File: src/hw/rtl/ctid_pkg.sv
// Shared types and constants for the compact tagged integer decoder.
`default_nettype none

package ctid_pkg;

    // Header byte fields.
    localparam logic [7:0] TAG_MASK = 8'h07;
    localparam logic [7:0] EXT_BIT  = 8'h08;
    localparam logic [7:0] WIDE_BIT = 8'h10;

    // A wide header with this top field announces a nested length term.
    localparam logic [2:0] NESTED_TOP = 3'd7;

    // A wide header with top field t carries t plus this many value bytes.
    localparam logic [3:0] COUNT_BIAS = 4'd2;

    // Default value byte limit; legal range is 2 to 8.
    localparam int unsigned MAX_VALUE_BYTES = 8;

    localparam int unsigned VALUE_W = 64;

    typedef enum logic [1:0] {
        PH_HEADER = 2'd0,
        PH_EXTRA  = 2'd1,
        PH_VALUE  = 2'd2
    } t_phase;

    typedef enum logic [1:0] {
        STATUS_OK        = 2'd0,
        STATUS_TRUNCATED = 2'd1,
        STATUS_TOO_LONG  = 2'd2
    } t_status;

    typedef struct packed {
        logic [2:0]         tag;
        logic [VALUE_W-1:0] value;
        t_status            status;
    } t_result;

endpackage

`default_nettype wire

File: src/hw/rtl/compact_tagged_integer_decoder_core.sv
// Top level of the compact tagged integer decoder.
`default_nettype none

// The decoder takes one byte of an encoded stream per transaction and
// produces one result transaction each time a term finishes. The low three
// bits of a header byte are the tag. With header bit 3 clear the value is the
// top four header bits; with bit 3 set and bit 4 clear it is the top three
// bits followed by one extra byte; with both set, a top field of 0 to 6 says
// that top plus two big-endian value bytes follow, and a top field of 7
// announces a nested length term, which ends the outer term as too long, or as
// truncated if it is cut short. A byte flagged as the last of the buffer that
// leaves a term unfinished yields a truncated result carrying the outer tag.
// Non-ok results carry a value of zero. Throughput is one byte per clock cycle
// while the input is not stalled: each byte needs only a header decode or a
// single shift-and-merge into the accumulator, done combinationally between
// the decoder state registers and the output stage, which captures the result
// as the byte that finished the term is accepted. A two-entry output stage
// (result register plus skid register) keeps the input stall a registered
// signal, so the input keeps taking bytes while one result waits to be taken.
module compact_tagged_integer_decoder_core #(
    parameter int unsigned MAX_VALUE_BYTES = ctid_pkg::MAX_VALUE_BYTES
) (
    input  wire logic        i_clk,
    input  wire logic        i_rst_n,

    // Byte input channel.
    input  wire logic        i_valid,
    output logic             o_stall,
    input  wire logic [7:0]  i_data_byte,
    input  wire logic        i_last_byte,

    // Result output channel.
    output logic             o_valid,
    input  wire logic        i_stall,
    output logic [2:0]       o_term_tag,
    output logic [63:0]      o_term_value,
    output logic [1:0]       o_status
);

    // The accumulator only needs to hold a value that fits the byte limit;
    // longer values end as too long and report zero.
    localparam int unsigned ACC_W = 8 * MAX_VALUE_BYTES;
    localparam logic [3:0]  MAX_BYTES = 4'(MAX_VALUE_BYTES);

    // Decoder state.
    ctid_pkg::t_phase   r_phase,      n_phase;
    logic [2:0]         r_held_tag,   n_held_tag;
    logic               r_pending,    n_pending;
    logic [2:0]         r_high_bits,  n_high_bits;
    logic [ACC_W-1:0]   r_acc,        n_acc;
    logic [3:0]         r_bytes_left, n_bytes_left;

    // Output stage.
    logic               r_out_valid;
    logic               r_skid_valid;
    ctid_pkg::t_result  r_out;
    ctid_pkg::t_result  r_skid;

    logic               in_fire;
    logic               out_take;
    logic               res_valid;
    ctid_pkg::t_result  res;

    // Per-byte decode scratch.
    logic               do_emit;
    ctid_pkg::t_status  emit_status;
    logic [ctid_pkg::VALUE_W-1:0] emit_value;
    logic [2:0]         hdr_top;
    logic [3:0]         hdr_count;
    logic [ACC_W-1:0]   acc_shift;

    // The input stalls only when the skid register is full, which is a
    // registered condition.
    assign o_stall  = r_skid_valid;
    assign in_fire  = i_valid && !o_stall;
    assign out_take = r_out_valid && !i_stall;

    assign hdr_top   = i_data_byte[7:5];
    assign hdr_count = {1'b0, hdr_top} + ctid_pkg::COUNT_BIAS;
    assign acc_shift = {r_acc[ACC_W-9:0], i_data_byte};

    always_comb begin
        n_phase      = r_phase;
        n_held_tag   = r_held_tag;
        n_pending    = r_pending;
        n_high_bits  = r_high_bits;
        n_acc        = r_acc;
        n_bytes_left = r_bytes_left;
        do_emit      = 1'b0;
        emit_status  = ctid_pkg::STATUS_OK;
        emit_value   = '0;

        unique case (r_phase)
            ctid_pkg::PH_EXTRA: begin
                // Second byte of a two-byte term finishes it.
                do_emit    = 1'b1;
                emit_value = ctid_pkg::VALUE_W'({r_high_bits, i_data_byte});
            end
            ctid_pkg::PH_VALUE: begin
                n_acc = acc_shift;
                if (r_bytes_left <= 4'd1) begin
                    do_emit    = 1'b1;
                    emit_value = ctid_pkg::VALUE_W'(acc_shift);
                end else begin
                    n_bytes_left = r_bytes_left - 4'd1;
                    if (i_last_byte) begin
                        do_emit     = 1'b1;
                        emit_status = ctid_pkg::STATUS_TRUNCATED;
                    end
                end
            end
            default: begin
                // Header byte. Inside a nested length term the outer tag stays.
                if (!r_pending) begin
                    n_held_tag = i_data_byte[2:0] & ctid_pkg::TAG_MASK[2:0];
                end
                if ((i_data_byte & ctid_pkg::EXT_BIT) == 8'h00) begin
                    do_emit    = 1'b1;
                    emit_value = ctid_pkg::VALUE_W'(i_data_byte[7:4]);
                end else if ((i_data_byte & ctid_pkg::WIDE_BIT) == 8'h00) begin
                    if (i_last_byte) begin
                        do_emit     = 1'b1;
                        emit_status = ctid_pkg::STATUS_TRUNCATED;
                    end else begin
                        n_high_bits = hdr_top;
                        n_phase     = ctid_pkg::PH_EXTRA;
                    end
                end else if (hdr_top == ctid_pkg::NESTED_TOP) begin
                    // The nested term's count always exceeds the byte limit.
                    if (i_last_byte) begin
                        do_emit     = 1'b1;
                        emit_status = ctid_pkg::STATUS_TRUNCATED;
                    end else begin
                        n_pending = 1'b1;
                        n_phase   = ctid_pkg::PH_HEADER;
                    end
                end else begin
                    if (i_last_byte) begin
                        do_emit     = 1'b1;
                        emit_status = ctid_pkg::STATUS_TRUNCATED;
                    end else begin
                        if (hdr_count > MAX_BYTES) begin
                            n_pending = 1'b1;
                        end
                        n_acc        = '0;
                        n_bytes_left = hdr_count;
                        n_phase      = ctid_pkg::PH_VALUE;
                    end
                end
            end
        endcase

        // A finished term under a pending nested length reports too long.
        if (do_emit && emit_status == ctid_pkg::STATUS_OK && r_pending) begin
            emit_status = ctid_pkg::STATUS_TOO_LONG;
            emit_value  = '0;
        end

        res_valid  = do_emit;
        res.tag    = n_held_tag;
        res.value  = emit_value;
        res.status = emit_status;

        // Any result returns the decoder to a clean header state.
        if (do_emit) begin
            n_phase      = ctid_pkg::PH_HEADER;
            n_pending    = 1'b0;
            n_high_bits  = '0;
            n_acc        = '0;
            n_bytes_left = '0;
        end
    end

    always_ff @(posedge i_clk) begin
        if (!i_rst_n) begin
            r_phase      <= ctid_pkg::PH_HEADER;
            r_held_tag   <= '0;
            r_pending    <= 1'b0;
            r_high_bits  <= '0;
            r_acc        <= '0;
            r_bytes_left <= '0;
        end else if (in_fire) begin
            r_phase      <= n_phase;
            r_held_tag   <= n_held_tag;
            r_pending    <= n_pending;
            r_high_bits  <= n_high_bits;
            r_acc        <= n_acc;
            r_bytes_left <= n_bytes_left;
        end
    end

    // Output stage control. New results enter only while the skid register
    // is empty, since the input is stalled otherwise.
    always_ff @(posedge i_clk) begin
        if (!i_rst_n) begin
            r_out_valid  <= 1'b0;
            r_skid_valid <= 1'b0;
        end else if (r_skid_valid) begin
            if (out_take) begin
                r_skid_valid <= 1'b0;
            end
        end else if (in_fire && res_valid) begin
            if (r_out_valid && !out_take) begin
                r_skid_valid <= 1'b1;
            end else begin
                r_out_valid <= 1'b1;
            end
        end else if (out_take) begin
            r_out_valid <= 1'b0;
        end
    end

    always_ff @(posedge i_clk) begin
        if (r_skid_valid) begin
            if (out_take) begin
                r_out <= r_skid;
            end
        end else if (in_fire && res_valid) begin
            if (r_out_valid && !out_take) begin
                r_skid <= res;
            end else begin
                r_out <= res;
            end
        end
    end

    assign o_valid      = r_out_valid;
    assign o_term_tag   = r_out.tag;
    assign o_term_value = r_out.value;
    assign o_status     = r_out.status;

    // The skid register only fills behind a held result.
    a_skid_behind_out: assert property (
        @(posedge i_clk) disable iff (!i_rst_n)
        r_skid_valid |-> r_out_valid
    ) else $error("skid register full while result register empty");

    // Error results never carry a value.
    a_error_value_zero: assert property (
        @(posedge i_clk) disable iff (!i_rst_n)
        (o_valid && o_status != ctid_pkg::STATUS_OK) |-> (o_term_value == 64'd0)
    ) else $error("error result with nonzero value");

    // While collecting value bytes the count stays between one and the largest wide-header count.
    a_value_count: assert property (
        @(posedge i_clk) disable iff (!i_rst_n)
        (r_phase == ctid_pkg::PH_VALUE) |->
            (r_bytes_left != 4'd0 && r_bytes_left <= ctid_pkg::COUNT_BIAS + 4'd6)
    ) else $error("value byte count out of range");

    // Emitting a result leaves the decoder at a clean header.
    a_emit_clears: assert property (
        @(posedge i_clk) disable iff (!i_rst_n)
        (in_fire && res_valid) |=> (r_phase == ctid_pkg::PH_HEADER && !r_pending)
    ) else $error("decoder state not cleared after a result");

endmodule

`default_nettype wire

File: config.mk
export PLATFORM = sky130hd
export DESIGN_NAME = compact_tagged_integer_decoder_core
export DESIGN_NICKNAME = d
export VERILOG_FILES = /design/src/hw/rtl/ctid_pkg.sv /design/src/hw/rtl/compact_tagged_integer_decoder_core.sv
export SDC_FILE = /design/constraint.sdc
export NUM_CORES = 1
export LEC_CHECK = 0
export ABC_AREA = 1
export ABC_CLOCK_PERIOD_IN_PS = 8580
export BUFFER_PORTS_ARGS = -buffer_cell sky130_fd_sc_hd__buf_2
export CORE_UTILIZATION = 40
export CTS_BUF_LIST = sky130_fd_sc_hd__clkbuf_8
export DETAILED_ROUTE_END_ITERATION = 10
export SYNTH_ARGS = -nofsm -noshare
export SYNTH_HDL_FRONTEND = slang
export SYNTH_SLANG_ARGS = --single-unit
File: constraint.sdc
create_clock -name i_clk -period 8.58 [get_ports i_clk]
set_input_delay 1.287 -clock i_clk [delete_from_list [all_inputs] [get_ports i_clk]]
set_output_delay 1.287 -clock i_clk [all_outputs]
set_load 0.03 [all_outputs]
Word level (Yosys, flattened, before mapping)
Index checks and enable logic that the tools add are counted.
{"block": "totals", "romBits": 0, "memories": 0, "regBits": 209, "latch_bits": 0, "wordCells": 120, "mem_bits_rw": 0}
{"block": "classes", "div": 0, "muxes": 60, "add_sub_neg": 2, "magnitude_cmp": 2, "n_shift": 0, "n_mul": 0, "n_bitwise": 1, "n_eq_ne": 16, "reduce_logical": 25}
{"operator": "2-to-1 mux 56 bit", "count": 5}
{"operator": "2-to-1 mux 69 bit", "count": 4}
{"operator": "2-to-1 mux 64 bit", "count": 2}
{"operator": "case mux 64 bit (2 select lines)", "count": 1}
{"operator": "case mux 56 bit (2 select lines)", "count": 1}
{"operator": "2-to-1 mux 4 bit", "count": 7}
{"operator": "2-to-1 mux 1 bit", "count": 21}
{"operator": "2-to-1 mux 3 bit", "count": 7}
{"operator": "2-to-1 mux 2 bit", "count": 9}
{"operator": "logical NOT 8 bit", "count": 2}
{"operator": "AND reduction 6 bit", "count": 2}
{"operator": "inequality test 2 bit (second input constant)", "count": 5}
{"operator": "inequality test 3 x 2 -> 1 bit (second input constant)", "count": 3}
{"operator": "AND reduction 3 bit", "count": 3}
{"operator": "case mux 4 bit (2 select lines)", "count": 1}
{"operator": "AND reduction 7 bit", "count": 1}
{"operator": "logical AND 1 bit", "count": 6}
{"operator": "inequality test 2 x 1 -> 1 bit (second input constant)", "count": 3}
{"operator": "nonzero test 2 bit", "count": 3}
{"operator": "AND reduction 5 bit", "count": 1}
{"operator": "adder 3 x 2 -> 4 bit (second input constant)", "count": 1}
{"operator": "greater-than comparator 4 bit (second input constant)", "count": 1}
{"operator": "less-or-equal comparator 4 x 1 -> 1 bit (second input constant)", "count": 1}
{"operator": "case mux 1 bit (2 select lines)", "count": 2}
{"operator": "other kinds (12)", "count": 14}

Longest topological paths before layout
Gate-level depths: netlist of run 1.
{"block": "logic_depth", "depth_word": 10, "ltp_mapped": 15, "depth_no_buf": 13}

Least setup slack after synthesis of run 1
OpenSTA, ideal clock, no wires.
{"block": "synth_path", "path_kind": "input to register", "startpoint": "input i_last_byte", "endpoint": "register r_out, in the netlist o_status[0] (enable)", "required_time_ns": 8.083, "setup_slack_ns": 3.401, "n_path_buf": 0, "arrival_time_ns": 4.682, "stages": 8, "cell_sequence": "nand2_1 -> nand2_1 -> inv_2 -> nand2_2 -> nand3_2 -> o21ai_0 -> inv_1 -> nor2_1"}
{"block": "synth_via", "elab_chain_len": 6, "word_cells_on_any_way": 7, "classes_between": "mux: 4; reduce/logical: 3"}
{"item": "from (decl)", "line": "compact_tagged_integer_decoder_core.sv:30", "rtl": "input wire logic i_last_byte,"}
{"item": "2-to-1 mux 1 bit (*)"}
{"item": "2-to-1 mux 1 bit, on equally long branches", "line": "compact_tagged_integer_decoder_core.sv:117, compact_tagged_integer_decoder_core.sv:101"}
{"item": "case mux 1 bit (2 select lines) (*)", "line": "compact_tagged_integer_decoder_core.sv:93", "rtl": "unique case (r_phase)"}
{"item": "logical AND 1 bit (*)", "line": "compact_tagged_integer_decoder_core.sv:218", "rtl": "end else if (in_fire && res_valid) begin"}
{"item": "nonzero test 2 bit (no line) (*)"}
{"item": "AND reduction 3 bit (no line) (*)"}
{"item": "to (signal assigned)", "line": "compact_tagged_integer_decoder_core.sv:216", "rtl": "r_out <= r_skid;"}
{"item": "to (signal assigned)", "line": "compact_tagged_integer_decoder_core.sv:222", "rtl": "r_out <= res;"}
{"item": "to (decl)", "line": "compact_tagged_integer_decoder_core.sv:56", "rtl": "ctid_pkg::t_result r_out;"}
Every way passes the cells marked *; elsewhere a longest branch is shown, timed or not.
A chain may end at the register's enable or synchronous reset.

Final worst setup path of run 1
{"block": "layout_path", "startpoint": "register r_phase[0]", "endpoint": "register r_out, in the netlist o_term_value[11], data pin"}
{"block": "layout_via", "elab_chain_len": 9, "word_cells_on_any_way": 12, "classes_between": "eq/ne: 2; mux: 7; reduce/logical: 3"}
{"item": "from (decl)", "line": "compact_tagged_integer_decoder_core.sv:46", "rtl": "ctid_pkg::t_phase r_phase, n_phase;"}
{"item": "from (signal assigned)", "line": "compact_tagged_integer_decoder_core.sv:176", "rtl": "r_phase <= ctid_pkg::PH_HEADER;"}
{"item": "from (signal assigned)", "line": "compact_tagged_integer_decoder_core.sv:183", "rtl": "r_phase <= n_phase;"}
{"item": "equality test 2 bit or equality test 2 x 1 -> 1 bit (tied branches)", "line": "compact_tagged_integer_decoder_core.sv:93"}
{"item": "case mux 1 bit (2 select lines)", "line": "compact_tagged_integer_decoder_core.sv:93"}
{"item": "logical NOT 2 bit", "line": "compact_tagged_integer_decoder_core.sv:154", "rtl": "if (do_emit && emit_status == ctid_pkg::STATUS_OK && r_pending) begin"}
{"item": "logical AND 1 bit (2 in series)", "line": "compact_tagged_integer_decoder_core.sv:154"}
{"item": "2-to-1 mux 64 bit (*)", "line": "compact_tagged_integer_decoder_core.sv:154"}
{"item": "via emit_value, one bit", "line": "compact_tagged_integer_decoder_core.sv:67", "rtl": "logic [ctid_pkg::VALUE_W-1:0] emit_value;"}
{"item": "2-to-1 mux 69 bit (*)", "line": "compact_tagged_integer_decoder_core.sv:219", "rtl": "if (r_out_valid && !out_take) begin"}
{"item": "2-to-1 mux 69 bit (*)", "line": "compact_tagged_integer_decoder_core.sv:218"}
{"item": "2-to-1 mux 69 bit (*)", "line": "compact_tagged_integer_decoder_core.sv:214", "rtl": "if (r_skid_valid) begin"}
Mark *: on every way through the listed nets, which the timed path passes. The rest lies on a longest branch. The select of a mux whose other input is x is not followed.

==> results of run 1 <==
==> area by class of cell <==
type | instances | share of cell area [%]
timing repair buffer | 89 | 4.44
inverter | 54 | 2.03
multi-input combinational | 614 | 29.4
clock buffer | 44 | 5.84
clock inverter | 24 | 1.23
sequential | 209 | 53.6
tap | 280 | 3.38
==> routing by layer <==
layer	vias to the layer above	wire length (um)	GRT usage, %
met2	176	8960	26.3
met5	-	0	0
met3	30	999	3.23
met1	3100	8710	21.8
li1	3292	-	-
met4	0	334	5.82
==> critical path, cell delays in order (launching register included) <==
cell	delay, ns
dfxtp_1	0.32
inv_1	0.06
ha_2	0.54
buf_4	0.49
nand3_2	0.19
nand2_2	0.15
nand2_4	0.38
inv_2	0.21
nand3_4	0.29
inv_6	0.66
nor2_1	0.12
nand2_1	0.09
nand2_1	0.07
==> flip-flops by register name, summed over array words and instances, names as in the netlist, 2 cells and up <==
signal,count
r_skid,69
o_term_value,64
r_acc,56
r_bytes_left,4
o_term_tag,3
r_held_tag,3
r_high_bits,3
o_status,2
r_phase,2
==> synth_stat cells, types with 5 or more instances <==
cell      number  area, sq um
edfxtp_1     138         4140
nand2_1      311         1170
inv_2          5         18.8
ha_1           6         75.1
clkbuf_1      22         82.6
dfxtp_1       71         1420
buf_2         24          120
inv_1         47          176
a21oi_1       62          310
nand3_1       48          240
nand4_1       56          350
buf_1          5         18.8
o21ai_0       35          175
nor2_4        38          428
nor2_1        41          154
==> where the power goes <==
group          switching (uW)  total [uW]  internal (uW)
combinational             446         564            118
clock                     401         898            497
sequential               34.1        1220           1190
total                     881        2680           1800
==> stage by stage <==
stage / total power, uW / std cells / worst slack, ns / hold slack, ns
2_1_floorplan: 1700 / 937 / 3.40 / 0.439
3_3_place_gp: 1810 / 1246 / 4.64 / 0.453
3_5_place_dp: 1810 / 1246 / 4.65 / 0.456
4_1_cts: 2720 / 1314 / 4.65 / 0.465
5_1_grt: 2820 / 1314 / 4.33 / 0.493
6_report: 2680 / 1314 / 4.65 / 0.462
==> how the worst max path moves through the flow <==
stage / startpoint / end / slack [ns] / cells after the start
6_report: r_phase[0] / o_term_value[11] / 4.65 / 12
5_1_grt: r_phase[0] / o_term_value[10] / 4.33 / 12
4_1_cts: r_phase[0] / o_term_value[10] / 4.65 / 12
3_5_place_dp: r_phase[0] / o_term_value[10] / 4.65 / 12
3_3_place_gp: r_phase[0] / o_term_value[10] / 4.64 / 12
2_1_floorplan: i_last_byte / o_status[0] / 3.40 / 8
==> cells by family (layout without fill, tap and decap cells) <==
logic type / after synthesis / count (layout) / share of synthesized area (%)
AOI/OAI and AO/OA: 103 / 103 / 5.79
adders and majority gates: 6 / 6 / 0.820
buffers and inverters: 114 / 211 / 6.04
DFF: 209 / 209 / 60.8
and+or+nand+nor: 505 / 505 / 26.6
==> metrics.txt, run 1 <==
H-tree level count=2; critical path class=reg -> reg; Reg area=5570 sq um; YS warnings=0; Worst VDD drop=181 uV; via total after detailed routing=6598; post-layout util=46.8%; initial antenna violation count=0; root buffer cell=clkbuf_8; Ports=84; unrepaired setup endpoints after global routing=false; Post-Synthesis Cell Area=9160 sq um; Primary FF master, synth=edfxtp_1; Sink Count=209; R2R setup slack=4.65 ns; Tightest Pin Transition=0.952 ns; Post-CTS Hold Buffers=0; fillers=2175; asr flop ratio synth=0%; final setup fails=0; Residual DRC=0; Min-Delay Endpoint=r_acc[50]; Post-synth EDFFs=138; DRC marker count from the first detailed-route iteration=672; die footprint=23500 sq um; Yosys reg bits=209; Clock Path Buffers=3; reg2reg end=o_term_value[11]; post-cts resize count=0; Synth-to-Final Area Change=13.3%; mean post-synth cell area=9.77 sq um; Rel. slew slack=36.3%; Buffers on Ports=83; outcome=finished clean; Setup TNS=0 ns; commonest non-fill, non-tap cell in the layout=nand2_1; chip height=153 um; Die X=153 um; Fin. Hold Viols=0; postcts setup bufs=0; Hold Crit Start=r_acc[50]; DRT Pass-1 Iters=5; Num CTS Buffers=37; ANT cells=0; Max Slew Vio Count=0; Initial Util=41.3%; post-route ant nets=0; CP Capture Type=flip-flop; Distinct cells, synth=31; Post-DP Area=9640 sq um; most frequent cells in the layout=nand2_1 (311), edfxtp_1 (138), buf_2 (83); Placer Congestion=0.865; hold path depth=2; first-pass GRT wire length=31000 um; gr usage total=16.3%; final worst path period need=3.93 ns; largest net degree at the start of global routing=92; Multi-input gate area=3060 sq um; WP data arrival=4.20 ns; Total Wirelength=19000 um; critical path required time=8.84 ns; CP max FO=69; Max Clk Rate=254 MHz; pwr/cell area=258 nW/um^2; Worst Setup Start Kind=flip-flop; Max Cap Viol=0; sequential-to-total area share from yosys stat=60.8%; Leak Pwr=0.00411 uW; clk_lat worst skew=0.53 ns; fin crit share=45.8%; nets=1024; Hold WC Path Type=reg -> reg; reg2reg path depth=12; GRT overflow=0; DR WL/cell=14.5 um; Reg-to-Reg Start=r_phase[0]; layout cells sized above 1=19.5%; Core Footprint=22200 sq um; HPWL after DPL=11500 um; Syn Inst Count=937; worst clock skew=0.0192 ns; cell row count=54; Via density=5.02; vias in the first global route=6163; final instance area=10400 sq um; TritonCTS clock tree=done; Clk pin slew, worst setup/hold paths=0.06 ns; Synthesized Nets=956
Note: power is estimated with default switching activity, not from simulation.
==> inputs of run 2 (changes only) <==
ABC_CLOCK_PERIOD_IN_PS = 3800   (was 8580)
clock period = 3.8 ns   (was 8.58 ns; I/O delays follow)
==> run 2 against run 1 <==
Register-to-register slack got worse by 3.8 ns. Clock skew about the same. Largest cell class unchanged. Worst hold slack got worse by 0.081 ns.
==> metrics.txt, run 2 (synthesized netlist as in run 1, its figures left out) <==
outcome=finished clean; nets=1029 (+0.49%); cell row count=54 (unchanged); Non-Filler Instances=1318 (+0.30%); Hold WC Path Type=in -> reg; WP data arrival=3.37 ns (-0.83 ns); DRT Pass-1 Iters=5 (unchanged); Clock Path Buffers=3 (unchanged); Worst Setup Start Kind=flip-flop; critical path class=reg -> reg; Max Slew Vio Count=0 (unchanged); clk_lat worst skew=0.52 ns (about the same); crit-path leading delay family=buffers and inverters; Residual DRC=0 (unchanged); Num CTS Buffers=37 (unchanged); GRT overflow=0 (unchanged); post-route ant nets=0 (unchanged); Post-CTS Hold Buffers=0 (unchanged); root buffer cell=clkbuf_8; ANT cells=0 (unchanged); Via density=4.97 (-1.0%); pwr/cell area=573 nW/um^2 (+120%); fillers=2147 (-1.3%); Reg with most FFs=r_skid; Rel. slew slack=38.9% (+2.6 points); most frequent cells in the layout=nand2_1 (311), edfxtp_1 (138), buf_2 (83); die footprint=23500 sq um (unchanged); via total after detailed routing=6552 (-0.70%); DRC marker count from the first detailed-route iteration=513 (-24%); cell at the slowest stage of the critical path=buf_4; Worst VDD drop=342 uV (+89%); Placer Congestion=0.855 (-1.1%); Setup TNS=0 ns (unchanged); Buffers on Ports=83 (unchanged); Max Clk Rate=337 MHz (+32%); Reg area=5570 sq um (unchanged); flip-flop count of the largest register after layout=69 (unchanged); Initial Util=41.3% (unchanged); H-tree level count=2 (unchanged); Tightest Pin Transition=0.916 ns (-0.0357 ns); Sink Count=209 (unchanged); Ports=84 (unchanged); critical path buffer and inverter count=5 (+1); final worst path period need=2.97 ns (-0.963 ns); postcts setup bufs=0 (unchanged); DR WL/cell=14.7 um (+1.7%); CP max FO=68 (-1.4%); unrepaired setup endpoints after global routing=false; Synth-to-Final Area Change=13.2%; Leak Pwr=0.00410 uW (about the same); chip height=153 um (unchanged); worst clock skew=0.0192 ns (-0.0000363 ns); Total Wirelength=19400 um (+2.1%); first-pass GRT wire length=32200 um (+3.7%); layout cells sized above 1=19.4% (-0.17 points); HPWL after DPL=11900 um (+3.8%); fin crit share=78.1% (+32 points); vias in the first global route=6448 (+4.6%); Fin. Hold Viols=0 (unchanged); final setup fails=0 (unchanged); crit-path cells=inv_1, ha_2, nand2_1, nand2_1, inv_2, nand2_2, nand2_4, buf_4, o211ai_2, nand2_2, buf_12, inv_4, nor2_1, nor2_1; initial antenna violation count=0 (unchanged); critical path required time=4.20 ns (-4.64 ns); largest net degree at the start of global routing=92 (unchanged); Die X=153 um (unchanged); Clk pin slew, worst setup/hold paths=0.07 ns (about the same); CP Capture Type=flip-flop; Cells after DPL=1251 (+0.40%); Multi-input gate area=3060 sq um (unchanged); Core Footprint=22200 sq um (unchanged); post-cts resize count=0 (unchanged); commonest non-fill, non-tap cell in the layout=nand2_1; Slowest Stage Delay on Critical Path=0.55 ns (-0.11 ns); Max Cap Viol=0 (unchanged); TritonCTS clock tree=done; gr usage total=16.7% (+0.40 points)
==> run 2: changes by cell type in the layout (fill, tap and decap cells not counted), sizes merged <==
| cell | delta |
|---|---|
| buf | +5 |
| bufinv | -1 |
| clkbuf | -3 |
| clkinv | +3 |
| clkinvlp | -1 |
| inv | +1 |
==> run 2: cell type report <==
class / instances / share of cell area [%]
Multi-Input combinational cell: 614 / 29.5
Clock buffer: 41 / 5.44
Sequential cell: 209 / 53.7
Timing Repair Buffer: 94 / 4.93
Clock inverter: 26 / 1.04
Tap cell: 280 / 3.38
Inverter: 54 / 2.03
==> run 2: worst min-delay path, cell delays in order <==
cell and delay (ns):
buf_2 0.08, o21ai_0 0.08, a21oi_1 0.13
==> run 2: where the power goes <==
part / internal (uW) / leakage, uW / switching (uW)
sequential: 2670 / 0.00190 / 74.8
combinational: 293 / 0.00180 / 1030
clock: 991 / 0.000404 / 885
==> run 2: layer usage <==
layer  track usage [%]  part of all wire, %  vias up
met5                 0                    0        -
met4              5.34                  1.6        0
met3              3.71                  5.3       33
met2              27.8                   48      161
met1              21.5                   46     3054
li1                  -                    -     3304
==> run 2: final timing paths <==
| check | end | from | cells after the start | slack [ns] |
|---|---|---|---|---|
| worst min register to register | r_acc[54] | r_acc[54] | 2 | 0.46 |
| worst min-delay path | o_stall | i_stall | 3 | 0.38 |
| worst max register to register | r_acc[2] | r_phase[0] | 14 | 0.83 |
| worst max-delay path | r_acc[2] | r_phase[0] | 14 | 0.83 |
==> run 2: metrics by stage <==
step / hold WS [ns] / power, uW / cell area, sq um / worst slack [ns] / utilization, %
5_1_grt: 0.365 / 6250 / 10400 / 0.531 / 46.8
2_1_floorplan: 0.439 / 3840 / 9160 / 0.309 / -
3_5_place_dp: 0.455 / 4120 / 9690 / 0.896 / 43.7
6_report: 0.381 / 5940 / 10400 / 0.831 / 46.8
4_1_cts: 0.353 / 6020 / 10400 / 0.856 / 46.8
3_3_place_gp: 0.451 / 4110 / 9690 / 0.951 / 43.7
